## src/rtl/core/spq_pkg.sv

```systemverilog
package spq_pkg;

  // Field widths of the stream words
  localparam int unsigned OP_W   = 2;
  localparam int unsigned ID_W   = 16;
  localparam int unsigned PRI_W  = 8;
  localparam int unsigned ST_W   = 3;
  localparam int unsigned OCC_W  = 5;

  // Packed word widths (tdata rounded up to whole bytes)
  localparam int unsigned IN_DATA_W  = 24;
  localparam int unsigned OUT_DATA_W = 32;

  // Operation codes
  localparam logic [OP_W-1:0] OP_ENQUEUE = 2'd0;
  localparam logic [OP_W-1:0] OP_POP     = 2'd1;
  localparam logic [OP_W-1:0] OP_REMOVE  = 2'd2;

  // Status codes
  localparam logic [ST_W-1:0] ST_OK       = 3'd0;
  localparam logic [ST_W-1:0] ST_EMPTY    = 3'd1;
  localparam logic [ST_W-1:0] ST_FULL     = 3'd2;
  localparam logic [ST_W-1:0] ST_NOTFOUND = 3'd3;
  localparam logic [ST_W-1:0] ST_INVALID  = 3'd4;

  typedef logic [ID_W-1:0]  id_t;
  typedef logic [PRI_W-1:0] pri_t;

  // One request as held in the input register
  typedef struct packed {
    logic [OP_W-1:0] op;
    id_t             id;
    pri_t            pri;
  } req_t;

endpackage

```

## src/rtl/core/stable_priority_queue_core.sv

```systemverilog
// Stable priority queue: up to DEPTH entries (16-bit id, 8-bit priority)
// kept sorted by priority, 1 most urgent, equal priorities in arrival order.
// Input channel in_*: in_tuser carries the operation (enqueue, pop head,
// remove by id), in_tdata the id and priority. Result channel out_*: one
// word per request, out_tuser carries the status, out_tdata the popped or
// removed entry and the occupancy after the operation.
// A request accepted on in_* passes the input register, then the result
// register, and is presented on out_*. Throughput: one word per cycle while
// out_tready is high. Every slot compares its priority and id with the request
// in parallel, and the entries past the insert or remove point shift one place
// up or down in the same cycle, so the next request sees the updated queue.
// Reset (rst_n low, synchronous) empties the queue and drops any word in
// flight; slot contents are not cleared, only the entry count.
// When the receiver holds out_tready low, the result word stays on out_*,
// the input register holds its request and in_tready falls once both
// registers are full; nothing is lost or repeated.
module stable_priority_queue_core #(
  parameter int unsigned DEPTH = 16
) (
  input  logic                           clk,
  input  logic                           rst_n,
  input  logic                           in_tvalid,
  output logic                           in_tready,
  input  logic [spq_pkg::IN_DATA_W-1:0]  in_tdata,   // [15:0] process_id, [23:16] priority_req
  input  logic [spq_pkg::OP_W-1:0]       in_tuser,   // [1:0] operation
  output logic                           out_tvalid,
  input  logic                           out_tready,
  output logic [spq_pkg::OUT_DATA_W-1:0] out_tdata,  // [15:0] result_id,
                                                     // [23:16] result_priority,
                                                     // [28:24] occupancy
  output logic [spq_pkg::ST_W-1:0]       out_tuser   // [2:0] status
);
  import spq_pkg::*;

  localparam int unsigned CW = $clog2(DEPTH + 1);
  localparam int unsigned LV = $clog2(DEPTH);

  // Input register
  logic  req_vld_r;
  req_t  req_r;

  // Result register
  logic                  res_vld_r;
  logic [ST_W-1:0]       res_st_r;
  id_t                   res_id_r;
  pri_t                  res_pri_r;
  logic [OCC_W-1:0]      res_occ_r;

  // Entry array and fill count
  id_t            slot_id_r  [DEPTH];
  pri_t           slot_pri_r [DEPTH];
  id_t            slot_id_nxt  [DEPTH];
  pri_t           slot_pri_nxt [DEPTH];
  logic [CW-1:0]  count_r;
  logic [CW-1:0]  count_nxt;

  logic             res_free;
  logic             req_fire;
  logic [DEPTH-1:0] vld;
  logic [DEPTH-1:0] after;
  logic [DEPTH-1:0] match;
  logic [DEPTH-1:0] incl;
  logic [DEPTH-1:0] first;
  logic [DEPTH-1:0] del_mask;
  logic             found;
  logic             is_empty;
  logic             is_full;
  logic             enq_ok;
  logic             del_ok;
  id_t              sel_id;
  pri_t             sel_pri;
  logic [ST_W-1:0]  st;
  id_t              rid;
  pri_t             rpr;

  // Handshake: result register frees when taken, input register moves on then
  assign res_free  = !res_vld_r || out_tready;
  assign req_fire  = req_vld_r && res_free;
  assign in_tready = !req_vld_r || res_free;

  // Per-slot compares
  always_comb begin
    for (int i = 0; i < DEPTH; i++) begin
      vld[i]   = count_r > CW'(i);
      // empty slots count as greater, so after[] is a suffix mask
      after[i] = !vld[i] || (slot_pri_r[i] > req_r.pri);
      match[i] = vld[i] && (slot_id_r[i] == req_r.id);
    end
  end

  // First id match: log-depth prefix OR, then isolate the lowest hit
  always_comb begin
    incl = match;
    for (int l = 0; l < LV; l++) begin
      incl = incl | (incl << (1 << l));
    end
    first = match & ~(incl << 1);
    found = |match;
  end

  // Matched entry, one-hot select
  always_comb begin
    sel_id  = '0;
    sel_pri = '0;
    for (int i = 0; i < DEPTH; i++) begin
      sel_id  = sel_id  | (first[i] ? slot_id_r[i]  : '0);
      sel_pri = sel_pri | (first[i] ? slot_pri_r[i] : '0);
    end
  end

  // Operation decode and status
  always_comb begin
    is_empty = (count_r == '0);
    is_full  = (count_r == CW'(DEPTH));
    enq_ok   = 1'b0;
    del_ok   = 1'b0;
    del_mask = incl;
    rid      = '0;
    rpr      = '0;
    st       = ST_OK;
    unique case (req_r.op)
      OP_ENQUEUE: begin
        if (req_r.id == '0 || req_r.pri == '0) begin
          st = ST_INVALID;
        end else if (is_full) begin
          st = ST_FULL;
        end else begin
          enq_ok = 1'b1;
        end
      end
      OP_POP: begin
        del_mask = '1;
        if (is_empty) begin
          st = ST_EMPTY;
        end else begin
          del_ok = 1'b1;
          rid    = slot_id_r[0];
          rpr    = slot_pri_r[0];
        end
      end
      OP_REMOVE: begin
        if (found) begin
          del_ok = 1'b1;
          rid    = sel_id;
          rpr    = sel_pri;
        end else begin
          st = ST_NOTFOUND;
        end
      end
      default: begin
        st = ST_INVALID;
      end
    endcase
  end

  // Array shift: insert moves the tail up one, delete closes the gap
  always_comb begin
    count_nxt = count_r;
    for (int i = 0; i < DEPTH; i++) begin
      slot_id_nxt[i]  = slot_id_r[i];
      slot_pri_nxt[i] = slot_pri_r[i];
    end
    if (enq_ok) begin
      count_nxt = count_r + 1'b1;
      for (int i = 0; i < DEPTH; i++) begin
        if (i > 0 && after[(i > 0) ? i - 1 : 0]) begin
          slot_id_nxt[i]  = slot_id_r[(i > 0) ? i - 1 : 0];
          slot_pri_nxt[i] = slot_pri_r[(i > 0) ? i - 1 : 0];
        end else if (after[i]) begin
          slot_id_nxt[i]  = req_r.id;
          slot_pri_nxt[i] = req_r.pri;
        end
      end
    end else if (del_ok) begin
      count_nxt = count_r - 1'b1;
      for (int i = 0; i < DEPTH - 1; i++) begin
        if (del_mask[i]) begin
          slot_id_nxt[i]  = slot_id_r[i + 1];
          slot_pri_nxt[i] = slot_pri_r[i + 1];
        end
      end
    end
  end

  // Control registers
  always_ff @(posedge clk) begin
    if (!rst_n) begin
      req_vld_r <= 1'b0;
      res_vld_r <= 1'b0;
      count_r   <= '0;
    end else begin
      if (in_tready) begin
        req_vld_r <= in_tvalid;
      end
      if (res_free) begin
        res_vld_r <= req_vld_r;
      end
      if (req_fire) begin
        count_r <= count_nxt;
      end
    end
  end

  // Payload registers
  always_ff @(posedge clk) begin
    if (in_tready && in_tvalid) begin
      req_r.op  <= in_tuser;
      req_r.id  <= in_tdata[ID_W-1:0];
      req_r.pri <= in_tdata[ID_W +: PRI_W];
    end
    if (req_fire) begin
      res_st_r  <= st;
      res_id_r  <= rid;
      res_pri_r <= rpr;
      res_occ_r <= OCC_W'(count_nxt);
      for (int i = 0; i < DEPTH; i++) begin
        slot_id_r[i]  <= slot_id_nxt[i];
        slot_pri_r[i] <= slot_pri_nxt[i];
      end
    end
  end

  assign out_tvalid = res_vld_r;
  assign out_tuser  = res_st_r;
  assign out_tdata  = {{(OUT_DATA_W - OCC_W - PRI_W - ID_W){1'b0}},
                       res_occ_r, res_pri_r, res_id_r};

`ifndef SYNTHESIS
  // fill count stays within the array
  a_count_bound: assert property (@(posedge clk) disable iff (!rst_n)
    count_r <= CW'(DEPTH))
    else $error("entry count above depth");

  // one request moves the count by at most one entry
  a_count_step: assert property (@(posedge clk) disable iff (!rst_n)
    (count_r == $past(count_r)) || (count_r == $past(count_r) + 1'b1) ||
    (count_r == $past(count_r) - 1'b1))
    else $error("entry count jumped");

  // the count only changes when a request leaves the input register
  a_count_hold: assert property (@(posedge clk) disable iff (!rst_n)
    !req_fire |=> count_r == $past(count_r))
    else $error("entry count changed without a request");

  // failed requests return no entry
  a_fail_zero: assert property (@(posedge clk) disable iff (!rst_n)
    (out_tvalid && out_tuser != ST_OK) |-> out_tdata[ID_W+PRI_W-1:0] == '0)
    else $error("entry returned with error status");
`endif

endmodule
```

## config.mk

```make
export PLATFORM = sky130hd
export DESIGN_NAME = stable_priority_queue_core
export DESIGN_NICKNAME = d
export VERILOG_FILES = /design/src/rtl/core/spq_pkg.sv /design/src/rtl/core/stable_priority_queue_core.sv
export SDC_FILE = /design/constraint.sdc
export NUM_CORES = 2
export LEC_CHECK = 0
export BUFFER_PORTS_ARGS = -buffer_cell sky130_fd_sc_hd__buf_2
export CAP_MARGIN = 20
export CELL_PAD_IN_SITES_DETAIL_PLACEMENT = 0
export CELL_PAD_IN_SITES_GLOBAL_PLACEMENT = 1
export CORE_MARGIN = 2
export CORE_UTILIZATION = 40
export DETAILED_ROUTE_END_ITERATION = 16
export PLACE_DENSITY_LB_ADDON = 0.1
export SYNTH_ARGS = -nofsm -noshare
export SYNTH_HDL_FRONTEND = slang
export SYNTH_SLANG_ARGS = --single-unit
```

## constraint.sdc

```tcl
create_clock -name clk -period 5.22 [get_ports clk]
set_input_delay 0.783 -clock clk [delete_from_list [all_inputs] [get_ports clk]]
set_output_delay 0.783 -clock clk [all_outputs]
set_load 0.05 [all_outputs]
```

==> results.rst <==
.. list-table::
   :header-rows: 1

   * - Metric
     - Value
   * - TritonCTS clock tree
     - built
   * - Clock root cell
     - clkbuf_16
   * - Cell with the largest stage delay on the worst path
     - edfxtp_1
   * - Post-synthesis cell type count
     - 89
   * - Main flop type after synthesis
     - edfxtp_1
   * - Vias per inst
     - 6.220
   * - Layout Nets
     - 3285
   * - Final Hold Violating Endpoints
     - 0
   * - Buf+Inv Stages, Crit Path
     - 1
   * - Post-route ant nets
     - 0
   * - Share of power burned in registers
     - 0.458
   * - Outcome
     - finished clean
   * - Global-route wire length before repair
     - 183800 µm
   * - Width of the chip
     - 283.5 µm
   * - Worst min-delay path category
     - in2reg
   * - Post-detailed-placement half-perimeter wirelength
     - 92390 µm
   * - Share of synthesized area occupied by flip-flops and latches
     - 0.4292
   * - CTS sink count
     - 449
   * - Most frequent standard cell in the layout excluding fill and tap cells
     - nand2_1
   * - Static leakage
     - 12.30 nW
   * - Antenna violations before repair
     - 2
   * - Hold-critical path endpoint
     - req_r[15]
   * - Starting DRT DRC Count
     - 3382
   * - Crit path capture type
     - flip-flop
   * - I/O pin count
     - 67
   * - Number of maximum-capacitance violations
     - 0
   * - Synthesized instance count
     - 3110
   * - Drt drc
     - 0
   * - Largest voltage drop on the vdd net
     - 269.4 µV
   * - Gr ovfl total
     - 0
   * - CTS Buf Count
     - 56
   * - Mapped cell area
     - 0.03125 mm²
   * - Number of enable flip-flop cells after synthesis
     - 442
   * - Maximum net fanout on the critical path
     - 15
   * - Post-CTS sizing
     - 0
   * - Family with the most delay on the worst path
     - compound AO/OA/AOI/OAI gates
   * - Worst setup skew after layout
     - 0.05054 ns
   * - Net switching power
     - 0.002402 W
   * - Starting density of the core
     - 0.4034
   * - Diode insertion count for antenna repair
     - 0
   * - Cell Int Power
     - 0.006573 W
   * - Final wirelength
     - 126800 µm
   * - Part of the cycle the worst path needs
     - 0.9387
   * - Highest cell delay on the worst timing path
     - 0.99 ns
   * - Clock latency on the worst-skew pair
     - 0.65 ns
   * - Portion of total power attributed to the clock network
     - 0.439
   * - Number of global-route vias before repair
     - 25640
   * - Cells on worst reg2reg path
     - 9
   * - RSZ-0062 raised after global routing
     - false
   * - Global-route usage over all layers
     - 0.3074
   * - Count of buffers from port buffering
     - 63
   * - Data arrival time of the worst path
     - 5.28 ns
   * - Tmin final
     - 4.900 ns
   * - Instance count along the most critical hold path
     - 1
   * - Synth-to-layout area growth
     - 12.20%
   * - Final estimated routing congestion in global placement
     - 0.9528
   * - Most frequent cells in the layout
     - nand2_1 (451), edfxtp_1 (442), o21ai_0 (401), mux2i_1 (333), xnor2_1 (144)
   * - Reg2Reg Setup Slack
     - 0.32 ns
   * - Post-synthesis average cell area
     - 10.05 µm²
   * - Yosys synthesis warning count
     - 0
   * - Worst path cell trace
     - xnor2_1 -> nand4_1 -> nor4_1 -> o21ai_0 -> or4b_1 -> o41a_1 -> buf_4 -> o21ai_0 -> a31oi_1
   * - Kind of start point of the critical path
     - flip-flop
   * - Headroom to the max-slew limit
     - 0.2291
   * - Finish-stage setup viols
     - 0
   * - Worst Tran Pin Value
     - 1.156 ns
   * - Worst R2R Start
     - req_r[14]
   * - Layout cells sized above 1
     - 0.1205
   * - Worst flop-to-flop path endpoint
     - res_id_r[6]
   * - Power density normalized to cell area
     - 255.9 mW/mm²
   * - Pin count of the biggest net entering global routing
     - 234
   * - CP Data Required Time
     - 5.60 ns
   * - Row count
     - 102
   * - Number of post-CTS setup repair buffers
     - 0
   * - Core Footprint
     - 0.07747 mm²
   * - Die area
     - 0.08039 mm²
   * - Via count
     - 26140
   * - Average wire length per cell after detail routing
     - 30.18 µm
   * - Post-Route Setup TNS
     - 0 ns
   * - Ys async rst share
     - 0
   * - Vertical die dimension
     - 283.5 µm
   * - Critical Path Start
     - req_r[14]
   * - Sw Share
     - 0.2676
   * - Part of the power in combinational logic
     - 0.102
   * - Final core utilization
     - 0.4527
   * - Clock input transition at the sequential cells of the worst setup and hold paths
     - 0.06 ns
   * - Flip-flop and latch count after synthesis
     - 449
   * - Highest clock rate
     - 204.1 MHz
   * - First-pass iteration count of the detailed router
     - 8
   * - Hold buffer count at cts
     - 0
   * - Start point of the worst hold path
     - in_tdata[7]
   * - Most used cell along the critical path
     - o21ai_0
   * - Clock Tree Buf Depth
     - 3
   * - Count of final max-slew check failures
     - 0
   * - CP Class
     - reg2reg
   * - H-tree lvl count
     - 2
==> routing by layer <==
layer  vias up  part of all wire  GRT usage
li1      11640                 -          -
met1     13080              0.44     0.4282
met2      1222              0.46     0.4955
met3       198             0.070    0.04003
met4         0             0.034    0.09854
met5         -                 0          0
==> per-stage QoR <==
stage / power [W] / hold WS [ns] / std cells / cell area [µm²] / setup slack [ns]
floorplan: 0.004748 / 0.4855 / 3112 / 31260 / 0.06873
global placement: 0.005076 / 0.5051 / 4097 / 33220 / 0.5686
detailed placement: 0.005090 / 0.5267 / 4098 / 33250 / 0.5421
CTS: 0.009018 / 0.2773 / 4201 / 35040 / 0.4628
global route: 0.009234 / 0.2903 / 4202 / 35070 / 0.1943
finish: 0.008975 / 0.3056 / 4202 / 35070 / 0.3200
==> power groups by stage <==
stage	Combinational, W	Clock (W)	Sequential [W]
after floorplan	0.000586	0	0.00416
after global placement	0.000891	0	0.00418
after detailed placement	0.000904	0	0.00419
after CTS	0.000908	0.00400	0.00411
after global routing	0.000995	0.00412	0.00411
final	0.000919	0.00394	0.00411
==> how the worst max path moves through the flow <==
stage / endpoint / slack [ns] / depth (start not counted)
after floorplan: slot_id_r[0][112] / 0.07 / 14
after global placement: res_id_r[6] / 0.57 / 11
after detailed placement: res_id_r[4] / 0.54 / 11
after CTS: res_id_r[6] / 0.46 / 9
after global routing: res_id_r[6] / 0.19 / 11
final: res_id_r[6] / 0.32 / 9
==> sequential cells by signal (all words and copies together) (netlist names) <==
signal      count
slot_id_r     256
slot_pri_r    128
req_r          26
res_id_r       16
res_pri_r       8
count_r         5
res_occ_r       5
out_tuser       3
out_tvalid      1
req_vld_r       1
==> cells in the mapped netlist, types with 18 or more instances <==
cell,n,share of area
nand2_1,452,0.054
edfxtp_1,442,0.42
o21ai_0,402,0.064
mux2i_1,333,0.11
clkbuf_1,180,0.022
xnor2_1,144,0.040
ha_1,138,0.055
xor2_1,117,0.033
a21oi_1,78,0.012
nand4_1,66,0.013
nor2_1,66,0.0079
and3_1,61,0.012
nand3_1,54,0.0086
nor4_1,44,0.0088
buf_2,42,0.0067
a222oi_1,40,0.013
inv_1,38,0.0046
a22oi_1,37,0.0089
a21o_1,30,0.0072
mux2_2,25,0.0090
a31oi_1,24,0.0048
a311oi_1,21,0.0059
and2_1,21,0.0042
a22o_1,19,0.0053
a221o_1,18,0.0058
==> final cells by class <==
class | instances | area (µm²)
clock inverter | 38 | 314.1
timing repair buffer | 208 | 1556
multi-input combinational | 2363 | 16860
sequential | 449 | 13410
fill | 7461 | 42400
tap | 1040 | 1301
inverter | 39 | 146.4
clock buffer | 65 | 1478
==> kinds of logic after synthesis <==
group                    Yosys count  synth area share
AND/OR/NAND/NOR                  853            0.1326
other                              1         0.0001200
adder cells (fa/ha/maj)          138           0.05525
flip-flops                       449            0.4292
AO/OA/AOI/OAI                    749            0.1503
multiplexers                     359            0.1160
buffers and inverters            300           0.04336
XOR/XNOR                         261           0.07314
==> worst register-to-register path, stage by stage, from the launching register on <==
cell      delay (ns)
edfxtp_1        0.99
xnor2_1         0.25
nand4_1         0.13
nor4_1          0.50
o21ai_0         0.38
or4b_1          0.54
o41a_1          0.83
buf_4           0.36
o21ai_0         0.23
a31oi_1         0.42
(Power assumes the default switching activity.)
